==> config.mk <==
export PLATFORM = sky130hd
export DESIGN_NAME = postfix_expression_evaluator_unit_flat
export DESIGN_NICKNAME = d
export VERILOG_FILES = /design/src/rtl/pfx_pkg.sv /design/src/rtl/pfx_sym_if.sv /design/src/rtl/pfx_res_if.sv /design/src/rtl/pfx_datapath.sv /design/src/rtl/pfx_ctrl.sv /design/src/rtl/postfix_expression_evaluator_unit.sv /design/src/flat_wrapper.sv
export SDC_FILE = /design/constraint.sdc
export NUM_CORES = 2
export LEC_CHECK = 0
export ABC_AREA = 1
export BUFFER_PORTS_ARGS = -buffer_cell sky130_fd_sc_hd__buf_2
export CORE_UTILIZATION = 50
export DETAILED_ROUTE_END_ITERATION = 6
export PLACE_DENSITY_LB_ADDON = 0.05
export SLEW_MARGIN = 20
export SYNTH_ARGS = -nofsm -noshare
export SYNTH_HDL_FRONTEND = slang
export SYNTH_SLANG_ARGS = --single-unit
==> constraint.sdc <==
create_clock -name clk -period 11.4 [get_ports clk]
set_clock_uncertainty 0.2 [all_clocks]
set_input_delay 1.14 -clock clk [delete_from_list [all_inputs] [get_ports clk]]
set_output_delay 1.14 -clock clk [all_outputs]
set_load 0.01 [all_outputs]
==> src/rtl/pfx_pkg.sv <==
package pfx_pkg;

	localparam int STACK_DEPTH_DEF = 16;
	localparam int FRAC_BITS_DEF   = 16;
	localparam int DATA_W          = 32;
	localparam int SYM_W           = 8;
	localparam int STAT_W          = 3;

	localparam logic [SYM_W-1:0] CHAR_ZERO  = 8'h30;
	localparam logic [SYM_W-1:0] CHAR_NINE  = 8'h39;
	localparam logic [SYM_W-1:0] CHAR_PLUS  = 8'h2B;
	localparam logic [SYM_W-1:0] CHAR_MINUS = 8'h2D;
	localparam logic [SYM_W-1:0] CHAR_STAR  = 8'h2A;
	localparam logic [SYM_W-1:0] CHAR_SLASH = 8'h2F;
	localparam logic [SYM_W-1:0] CHAR_NL    = 8'h0A;

	typedef enum logic [STAT_W-1:0] {
		ST_OK        = 3'd0,
		ST_UNDERFLOW = 3'd1,
		ST_OVERFLOW  = 3'd2,
		ST_DIVZERO   = 3'd3,
		ST_BADSYM    = 3'd4
	} status_t;

	typedef enum logic [2:0] {
		WR_DIGIT,
		WR_ADD,
		WR_SUB,
		WR_MUL,
		WR_DIV,
		WR_ZERO
	} wr_sel_t;

	// Commands from the controller to the datapath.
	typedef struct packed {
		logic    rd_en;
		logic    rd_next;
		logic    wr_en;
		wr_sel_t wr_sel;
		logic    cnt_inc;
		logic    cnt_dec;
		logic    clear;
		logic    ld_b;
		logic    ld_a;
		logic    mul_ld;
		logic    div_start;
		logic    div_step;
		logic    flag_en;
		status_t flag_code;
		logic    load_out;
	} pfx_cmd_t;

	// Status from the datapath to the controller.
	typedef struct packed {
		logic empty;
		logic lt2;
		logic full;
		logic b_zero;
		logic div_last;
	} pfx_stat_t;

	function automatic logic [DATA_W-1:0] sat32(input logic signed [63:0] v);
		logic in_range;
		in_range = (&v[63:31]) || !(|v[63:31]);
		if (in_range) begin
			return v[31:0];
		end
		return v[63] ? 32'h8000_0000 : 32'h7FFF_FFFF;
	endfunction

endpackage

==> src/rtl/pfx_sym_if.sv <==
interface pfx_sym_if import pfx_pkg::*; ();
	logic             valid;
	logic             ready;
	logic [SYM_W-1:0] symbol;

	modport source (output valid, output symbol, input ready);
	modport sink (input valid, input symbol, output ready);
endinterface

==> src/rtl/pfx_res_if.sv <==
interface pfx_res_if import pfx_pkg::*; ();
	logic                     valid;
	logic                     ready;
	logic signed [DATA_W-1:0] result_value;
	logic [STAT_W-1:0]        status;

	modport source (output valid, output result_value, output status, input ready);
	modport sink (input valid, input result_value, input status, output ready);
endinterface

==> src/rtl/pfx_datapath.sv <==
module pfx_datapath import pfx_pkg::*; #(
	parameter int STACK_DEPTH = STACK_DEPTH_DEF,
	parameter int FRAC_BITS   = FRAC_BITS_DEF
) (
	input  logic                     clk,
	input  logic                     arst_n,
	input  logic [SYM_W-1:0]         symbol,
	input  pfx_cmd_t                 cmd,
	output pfx_stat_t                stat,
	output logic signed [DATA_W-1:0] result_value,
	output logic [STAT_W-1:0]        status
);

	localparam int AW  = (STACK_DEPTH > 1) ? $clog2(STACK_DEPTH) : 1;
	localparam int CW  = $clog2(STACK_DEPTH + 1);
	localparam int DW  = DATA_W + FRAC_BITS;
	localparam int DCW = $clog2(DW + 1);

	logic [DATA_W-1:0]        mem [STACK_DEPTH];
	logic [DATA_W-1:0]        rd_data_q;
	logic signed [DATA_W-1:0] a_q;
	logic signed [DATA_W-1:0] b_q;
	logic signed [63:0]       prod_q;
	logic [DW-1:0]            dq_q;
	logic [DATA_W-1:0]        rem_q;
	logic [DATA_W-1:0]        absb_q;
	logic                     neg_q;
	logic [DCW-1:0]           dcnt_q;
	logic [CW-1:0]            count_q;
	status_t                  sticky_q;
	logic [DATA_W-1:0]        result_value_q;
	status_t                  status_q;

	logic [AW-1:0]            top_addr;
	logic [AW-1:0]            next_addr;
	logic [AW-1:0]            push_addr;
	logic [AW-1:0]            wr_addr;
	logic [DATA_W-1:0]        wr_data;
	logic [3:0]               digit;
	logic signed [DATA_W:0]   sum_s;
	logic signed [DATA_W:0]   diff_s;
	logic signed [63:0]       mul_sh;
	logic signed [63:0]       quo_s;
	logic [DATA_W-1:0]        abs_a;
	logic [DATA_W-1:0]        abs_b;
	logic [DATA_W:0]          rem_sh;
	logic                     rem_ge;

	assign top_addr  = AW'(count_q - CW'(1));
	assign next_addr = AW'(count_q - CW'(2));
	assign push_addr = AW'(count_q);

	assign digit  = 4'(symbol - CHAR_ZERO);
	assign sum_s  = {a_q[DATA_W-1], a_q} + {b_q[DATA_W-1], b_q};
	assign diff_s = {a_q[DATA_W-1], a_q} - {b_q[DATA_W-1], b_q};
	assign mul_sh = prod_q >>> FRAC_BITS;
	assign quo_s  = neg_q ? -signed'(64'(dq_q)) : signed'(64'(dq_q));

	assign abs_a = a_q[DATA_W-1] ? DATA_W'(-a_q) : DATA_W'(a_q);
	assign abs_b = b_q[DATA_W-1] ? DATA_W'(-b_q) : DATA_W'(b_q);

	// One restoring division step: shift in the next dividend bit and subtract if it fits.
	assign rem_sh = {rem_q, dq_q[DW-1]};
	assign rem_ge = rem_sh >= {1'b0, absb_q};

	always_comb begin
		case (cmd.wr_sel)
			WR_DIGIT: wr_data = DATA_W'(digit) << FRAC_BITS;
			WR_ADD:   wr_data = sat32(64'(sum_s));
			WR_SUB:   wr_data = sat32(64'(diff_s));
			WR_MUL:   wr_data = sat32(mul_sh);
			WR_DIV:   wr_data = sat32(quo_s);
			default:  wr_data = '0;
		endcase
	end

	assign wr_addr = (cmd.wr_sel == WR_DIGIT) ? push_addr : next_addr;

	always_ff @(posedge clk) begin
		if (cmd.wr_en) begin
			mem[wr_addr] <= wr_data;
		end
		if (cmd.rd_en) begin
			rd_data_q <= mem[cmd.rd_next ? next_addr : top_addr];
		end
	end

	always_ff @(posedge clk) begin
		if (cmd.ld_b) begin
			b_q <= signed'(rd_data_q);
		end
		if (cmd.ld_a) begin
			a_q <= signed'(rd_data_q);
		end
		if (cmd.mul_ld) begin
			prod_q <= a_q * b_q;
		end
		if (cmd.div_start) begin
			dq_q   <= DW'(abs_a) << FRAC_BITS;
			rem_q  <= '0;
			absb_q <= abs_b;
			neg_q  <= a_q[DATA_W-1] ^ b_q[DATA_W-1];
		end else if (cmd.div_step) begin
			dq_q  <= {dq_q[DW-2:0], rem_ge};
			rem_q <= rem_ge ? DATA_W'(rem_sh - {1'b0, absb_q}) : rem_sh[DATA_W-1:0];
		end
		if (cmd.load_out) begin
			result_value_q <= stat.empty ? '0 : rd_data_q;
			if (stat.empty && sticky_q == ST_OK) begin
				status_q <= ST_UNDERFLOW;
			end else begin
				status_q <= sticky_q;
			end
		end
	end

	always_ff @(posedge clk or negedge arst_n) begin
		if (!arst_n) begin
			count_q  <= '0;
			sticky_q <= ST_OK;
			dcnt_q   <= '0;
		end else begin
			if (cmd.clear) begin
				count_q <= '0;
			end else if (cmd.cnt_inc) begin
				count_q <= count_q + CW'(1);
			end else if (cmd.cnt_dec) begin
				count_q <= count_q - CW'(1);
			end
			if (cmd.clear) begin
				sticky_q <= ST_OK;
			end else if (cmd.flag_en && sticky_q == ST_OK) begin
				sticky_q <= cmd.flag_code;
			end
			if (cmd.div_start) begin
				dcnt_q <= DCW'(DW);
			end else if (cmd.div_step) begin
				dcnt_q <= dcnt_q - DCW'(1);
			end
		end
	end

	assign stat.empty    = (count_q == '0);
	assign stat.lt2      = (count_q < CW'(2));
	assign stat.full     = (count_q == CW'(STACK_DEPTH));
	assign stat.b_zero   = (b_q == '0);
	assign stat.div_last = (dcnt_q == DCW'(1));

	assign result_value = signed'(result_value_q);
	assign status       = status_q;

endmodule

==> src/rtl/pfx_ctrl.sv <==
module pfx_ctrl import pfx_pkg::*; (
	input  logic             clk,
	input  logic             arst_n,
	input  logic             sym_valid,
	input  logic [SYM_W-1:0] symbol,
	output logic             sym_ready,
	output logic             res_valid,
	input  logic             res_ready,
	output pfx_cmd_t         cmd,
	input  pfx_stat_t        stat
);

	typedef enum logic [2:0] {
		S_IDLE,
		S_RD_B,
		S_RD_A,
		S_EXEC,
		S_MUL_WB,
		S_DIV_RUN,
		S_DIV_WB,
		S_EMIT
	} state_t;

	typedef enum logic [1:0] {
		OP_ADD,
		OP_SUB,
		OP_MUL,
		OP_DIV
	} op_t;

	state_t state_q;
	state_t state_d;
	op_t    op_q;
	op_t    op_d;
	logic   out_valid_q;

	always_comb begin
		cmd     = '0;
		state_d = state_q;
		op_d    = op_q;
		case (state_q)
			S_IDLE: begin
				if (sym_valid) begin
					if (symbol inside {[CHAR_ZERO:CHAR_NINE]}) begin
						if (stat.full) begin
							cmd.flag_en   = 1'b1;
							cmd.flag_code = ST_OVERFLOW;
						end else begin
							cmd.wr_en   = 1'b1;
							cmd.wr_sel  = WR_DIGIT;
							cmd.cnt_inc = 1'b1;
						end
					end else if (symbol inside {CHAR_PLUS, CHAR_MINUS, CHAR_STAR, CHAR_SLASH}) begin
						if (stat.lt2) begin
							cmd.flag_en   = 1'b1;
							cmd.flag_code = ST_UNDERFLOW;
						end else begin
							cmd.rd_en = 1'b1;
							state_d   = S_RD_B;
							case (symbol)
								CHAR_PLUS:  op_d = OP_ADD;
								CHAR_MINUS: op_d = OP_SUB;
								CHAR_STAR:  op_d = OP_MUL;
								default:    op_d = OP_DIV;
							endcase
						end
					end else if (symbol == CHAR_NL) begin
						cmd.rd_en = 1'b1;
						state_d   = S_EMIT;
					end else begin
						cmd.flag_en   = 1'b1;
						cmd.flag_code = ST_BADSYM;
					end
				end
			end
			S_RD_B: begin
				cmd.ld_b    = 1'b1;
				cmd.rd_en   = 1'b1;
				cmd.rd_next = 1'b1;
				state_d     = S_RD_A;
			end
			S_RD_A: begin
				cmd.ld_a = 1'b1;
				state_d  = S_EXEC;
			end
			S_EXEC: begin
				case (op_q)
					OP_ADD: begin
						cmd.wr_en   = 1'b1;
						cmd.wr_sel  = WR_ADD;
						cmd.cnt_dec = 1'b1;
						state_d     = S_IDLE;
					end
					OP_SUB: begin
						cmd.wr_en   = 1'b1;
						cmd.wr_sel  = WR_SUB;
						cmd.cnt_dec = 1'b1;
						state_d     = S_IDLE;
					end
					OP_MUL: begin
						cmd.mul_ld = 1'b1;
						state_d    = S_MUL_WB;
					end
					default: begin
						if (stat.b_zero) begin
							cmd.wr_en     = 1'b1;
							cmd.wr_sel    = WR_ZERO;
							cmd.cnt_dec   = 1'b1;
							cmd.flag_en   = 1'b1;
							cmd.flag_code = ST_DIVZERO;
							state_d       = S_IDLE;
						end else begin
							cmd.div_start = 1'b1;
							state_d       = S_DIV_RUN;
						end
					end
				endcase
			end
			S_MUL_WB: begin
				cmd.wr_en   = 1'b1;
				cmd.wr_sel  = WR_MUL;
				cmd.cnt_dec = 1'b1;
				state_d     = S_IDLE;
			end
			S_DIV_RUN: begin
				cmd.div_step = 1'b1;
				if (stat.div_last) begin
					state_d = S_DIV_WB;
				end
			end
			S_DIV_WB: begin
				cmd.wr_en   = 1'b1;
				cmd.wr_sel  = WR_DIV;
				cmd.cnt_dec = 1'b1;
				state_d     = S_IDLE;
			end
			S_EMIT: begin
				// The top entry was read on the newline; wait for a free output slot.
				if (!out_valid_q || res_ready) begin
					cmd.load_out = 1'b1;
					cmd.clear    = 1'b1;
					state_d      = S_IDLE;
				end
			end
			default: begin
				state_d = S_IDLE;
			end
		endcase
	end

	always_ff @(posedge clk or negedge arst_n) begin
		if (!arst_n) begin
			state_q     <= S_IDLE;
			op_q        <= OP_ADD;
			out_valid_q <= 1'b0;
		end else begin
			state_q <= state_d;
			op_q    <= op_d;
			if (cmd.load_out) begin
				out_valid_q <= 1'b1;
			end else if (res_ready) begin
				out_valid_q <= 1'b0;
			end
		end
	end

	assign sym_ready = (state_q == S_IDLE);
	assign res_valid = out_valid_q;

endmodule

==> src/rtl/postfix_expression_evaluator_unit.sv <==
// Postfix (RPN) evaluator over signed fixed-point values with FRAC_BITS fractional bits and a
// stack of STACK_DEPTH entries. Send one ASCII character per transaction on sym; a newline
// produces one transaction on res with the top of stack and a status code (0 ok, 1 underflow,
// 2 overflow, 3 divide by zero, 4 bad symbol; the first error since the last newline wins),
// then empties the stack. Symbols are taken one at a time. / uses a restoring divider that
// produces one quotient bit per cycle, and a newline waits for any previous result to be
// taken. Further symbols are accepted while a result waits in the output register.
module postfix_expression_evaluator_unit import pfx_pkg::*; #(
	parameter int STACK_DEPTH = STACK_DEPTH_DEF,
	parameter int FRAC_BITS   = FRAC_BITS_DEF
) (
	input  logic      clk,
	input  logic      arst_n,
	pfx_sym_if.sink   sym,
	pfx_res_if.source res
);

	pfx_cmd_t  cmd;
	pfx_stat_t stat;

	pfx_ctrl u_ctrl (
		.clk       (clk),
		.arst_n    (arst_n),
		.sym_valid (sym.valid),
		.symbol    (sym.symbol),
		.sym_ready (sym.ready),
		.res_valid (res.valid),
		.res_ready (res.ready),
		.cmd       (cmd),
		.stat      (stat)
	);

	pfx_datapath #(
		.STACK_DEPTH (STACK_DEPTH),
		.FRAC_BITS   (FRAC_BITS)
	) u_datapath (
		.clk          (clk),
		.arst_n       (arst_n),
		.symbol       (sym.symbol),
		.cmd          (cmd),
		.stat         (stat),
		.result_value (res.result_value),
		.status       (res.status)
	);

endmodule

==> src/flat_wrapper.sv <==
// flat-port wrapper written by rule: the top's interface ports become plain ports
module postfix_expression_evaluator_unit_flat import pfx_pkg::*;
#(
	parameter int STACK_DEPTH = STACK_DEPTH_DEF,
	parameter int FRAC_BITS   = FRAC_BITS_DEF
)
  (clk, arst_n, sym_valid, sym_symbol, sym_ready, res_valid, res_result_value, res_status, res_ready);
  pfx_sym_if sym_i ();
  pfx_res_if res_i ();
  input  logic clk;
  input  logic arst_n;
  input wire logic [$bits(sym_i.valid)-1:0] sym_valid;
  input wire logic [$bits(sym_i.symbol)-1:0] sym_symbol;
  output wire logic [$bits(sym_i.ready)-1:0] sym_ready;
  output wire logic [$bits(res_i.valid)-1:0] res_valid;
  output wire logic [$bits(res_i.result_value)-1:0] res_result_value;
  output wire logic [$bits(res_i.status)-1:0] res_status;
  input wire logic [$bits(res_i.ready)-1:0] res_ready;
  assign sym_i.valid = sym_valid;
  assign sym_i.symbol = sym_symbol;
  assign sym_ready = sym_i.ready;
  assign res_valid = res_i.valid;
  assign res_result_value = res_i.result_value;
  assign res_status = res_i.status;
  assign res_i.ready = res_ready;
  postfix_expression_evaluator_unit #(.STACK_DEPTH(STACK_DEPTH), .FRAC_BITS(FRAC_BITS)) u_core (.clk(clk), .arst_n(arst_n), .sym(sym_i), .res(res_i));
endmodule
==> impl_metrics.json <==
{
  "status": "finished, violations left",
  "violations": "DRC",
  "synthFlopType": "edfxtp_1",
  "drv_slew": 0,
  "syn_to_final_growth_pct": 7.16,
  "initialDrtViolationCount": 5988,
  "place_area_um2": 81500,
  "postSynthAreaPerCell_um2": 8.84,
  "fp.dieArea_um2": 160000,
  "rr_endpoint": "u_core.u_datapath.prod_q[61]",
  "crit_type": "reg -> reg",
  "clock-sinks": 824,
  "coreArea_um2": 157000,
  "whs_ps": 202,
  "setup_violations": 0,
  "drive_gt1_frac": 0.0526,
  "crit_end": "u_core.u_datapath.prod_q[61]",
  "die_w_um": 399,
  "ctsResizeCount": 0,
  "muxShareOfSynthArea": 0,
  "ant_nets": 0,
  "grt_max_degree": 161,
  "period_needed_ps": 8860,
  "hpwl_um": 204000,
  "worstSetupEndpointType": "register",
  "synth-edff-count": 756,
  "grt_pass1_vias": 61743,
  "via_per_inst": 5.57,
  "synth.distinct_cells": 65,
  "hold_path_class": "in -> async",
  "tightest_slew_ps": 1210,
  "synth_xor_area_frac": 0.0232,
  "finalInstanceArea_um2": 84600,
  "rsz0062_at_grt": "false",
  "hold_buffers": 0,
  "cts-root-buf": "clkbuf_16",
  "max_cap_viol_count": 0,
  "first_pass_iters": 7,
  "preCtsSetupSlack_ps": 2610,
  "via_count": 60834,
  "path_max_fanout": 45,
  "yosys.area_share.adder": 0.320,
  "critical_path_arrival_ps": 9090,
  "antenna_found_initial": 13,
  "synth_top_family_by_area": "adder cells",
  "wl_per_cell_um": 24.6,
  "cts_setup_buffers": 0,
  "portBuffers": 48,
  "cts_buffers": 94,
  "synthesis.area_um2": 79000,
  "h-tree-depth": 3,
  "fmax_mhz": 113,
  "r2r-start": "u_core.u_datapath.a_q[31]",
  "hold_viol": 0,
  "ios": 49,
  "path_clk_slew_ps": 70,
  "cts_tree": "yes",
  "grt_pass1_wl_um": 400000,
  "ys_seq_area_frac": 0.306,
  "cp.required_ps": 11630,
  "finalSetupTns_ps": 0,
  "setup_ws_ps": 2540,
  "timing.slew.headroom": 0.188,
  "synth-compound-area-share": 0.0812,
  "clkLatencyLatePin_ps": 790,
  "die_y_um": 399,
  "remaining_drc_errors": 1,
  "gp_congestion": 1.01,
  "start_util": 0.504,
  "yosysWarnings": 0,
  "num-nets-final": 10179,
  "cts_buffer_depth": 3,
  "syn-instance-count": 8931,
  "critPathLaunch": "u_core.u_datapath.a_q[31]",
  "start_kind": "register",
  "fin_crit_sh": 0.777,
  "rows": 145,
  "syn_nets": 10314,
  "wirelength_um": 269000,
  "yosys.area_share.simple": 0.154,
  "synthArstFlopShare": 0.0243,
  "fillers": 14476,
  "globalRouteTotalUtil": 0.343,
  "r2r_slack_ps": 2540,
  "r2r_cells": 27,
  "synth.ff_latch_count": 824,
  "gr-total-overflow": 0
}
==> layout make-up <==
type / instances / area [um^2] / area share
Sequential cell: 824 / 24200 / 0.286
Tap cell: 2058 / 2570 / 0.0304
Inverter: 1954 / 7340 / 0.0868
Clock inverter: 57 / 664 / 0.00785
Antenna cell: 1 / 2.50 / 0.0000296
Multi-Input combinational cell: 5707 / 45900 / 0.542
Clock buffer: 115 / 2440 / 0.0289
Timing Repair Buffer: 215 / 1540 / 0.0181
==> registers in the layout (all words and copies together) (netlist names) <==
register and flops:
u_core.u_datapath.dq_q 48, u_core.u_datapath.count_q 5, u_core.u_datapath.result_value 32, u_core.u_ctrl.op_q 2
u_core.u_datapath.rd_data_q 32, u_core.u_ctrl.state_q 3, u_core.u_datapath.neg_q 1, u_core.u_datapath.b_q 32
u_core.u_datapath.a_q 32, u_core.u_datapath.sticky_q 3, u_core.u_datapath.dcnt_q 6, u_core.u_datapath.mem 512
u_core.u_ctrl.res_valid 1, u_core.u_datapath.status 3, u_core.u_datapath.absb_q 32, u_core.u_datapath.prod_q 48
u_core.u_datapath.rem_q 32
==> synth_stat cells, drive strengths merged (89+ instances only) <==
cell type | instances | share of area
nand3 | 171 | 0.011
fa | 1084 | 0.27
inv | 1953 | 0.093
nor2 | 849 | 0.041
nand2 | 1800 | 0.086
xor2 | 155 | 0.017
ha | 287 | 0.045
o21ai | 555 | 0.036
edfxtp | 756 | 0.29
buf | 89 | 0.0058
a21oi | 259 | 0.017
clkbuf | 357 | 0.017
==> placed cells by master (no fill, tap or decap), drive strengths merged, types with 70 or more instances in the layout <==
cell	instances
inv	1957
nand2	1800
fa	1084
nor2	849
edfxtp	756
o21ai	555
ha	287
a21oi	259
buf	215
nand3	171
xor2	155
clkbuf	115
nor3	70
==> routing by layer <==
metal | vias to the layer above | part of all wire | global-route usage
met4 | 4 | 0.042 | 0.131
met2 | 2419 | 0.46 | 0.542
met5 | - | 0.00012 | 0
li1 | 27252 | - | -
met1 | 30705 | 0.42 | 0.478
met3 | 454 | 0.076 | 0.0503
==> critical path: stages, from the launching register on <==
cell      delay [ps]
edfxtp_1         460
buf_4            500
nand2_1          180
inv_1            110
fa_1             420
inv_1            240
fa_1             460
inv_1            210
fa_1             490
fa_1             840
inv_1            410
fa_1             590
inv_1             60
fa_1             530
inv_1             50
fa_1             480
inv_1             60
fa_1             450
ha_1             470
nand2_1          120
nor2_1           110
inv_1             70
nor2_1           100
inv_1             60
nor4_1           340
nand3_1          110
o21ai_0          230
xor2_1           110
==> worst min path at each step <==
| stage | startpoint | endpoint | slack (ps) | cells past startpoint |
|---|---|---|---|---|
| final | arst_n | u_core.u_ctrl.res_valid | 200 | 1 |
| after global routing | arst_n | u_core.u_ctrl.res_valid | 210 | 1 |
| after CTS | arst_n | u_core.u_ctrl.res_valid | 170 | 1 |
| after detailed placement | u_core.u_datapath.sticky_q[1] | u_core.u_datapath.status[1] | 270 | 0 |
| after global placement | u_core.u_datapath.dq_q[1] | u_core.u_datapath.dq_q[1] | 270 | 2 |
| after floorplan | u_core.u_datapath.rd_data_q[0] | u_core.u_datapath.a_q[0] | 250 | 0 |
==> kinds of logic after synthesis <==
group,after synthesis
buf+inv,2400
compound gates,1111
flops,824
simple gates,3017
xor+xnor,208
fa+ha+maj,1371
==> metrics by stage <==
step | utilization | cells
floorplan | - | 8931
global placement | 0.520 | 10757
detailed placement | 0.520 | 10757
CTS | 0.540 | 10929
global route | 0.540 | 10930
finish | 0.540 | 10931
Power is not shown: default switching activity piles up to over one toggle a cycle in this logic, so the estimate is an artifact.
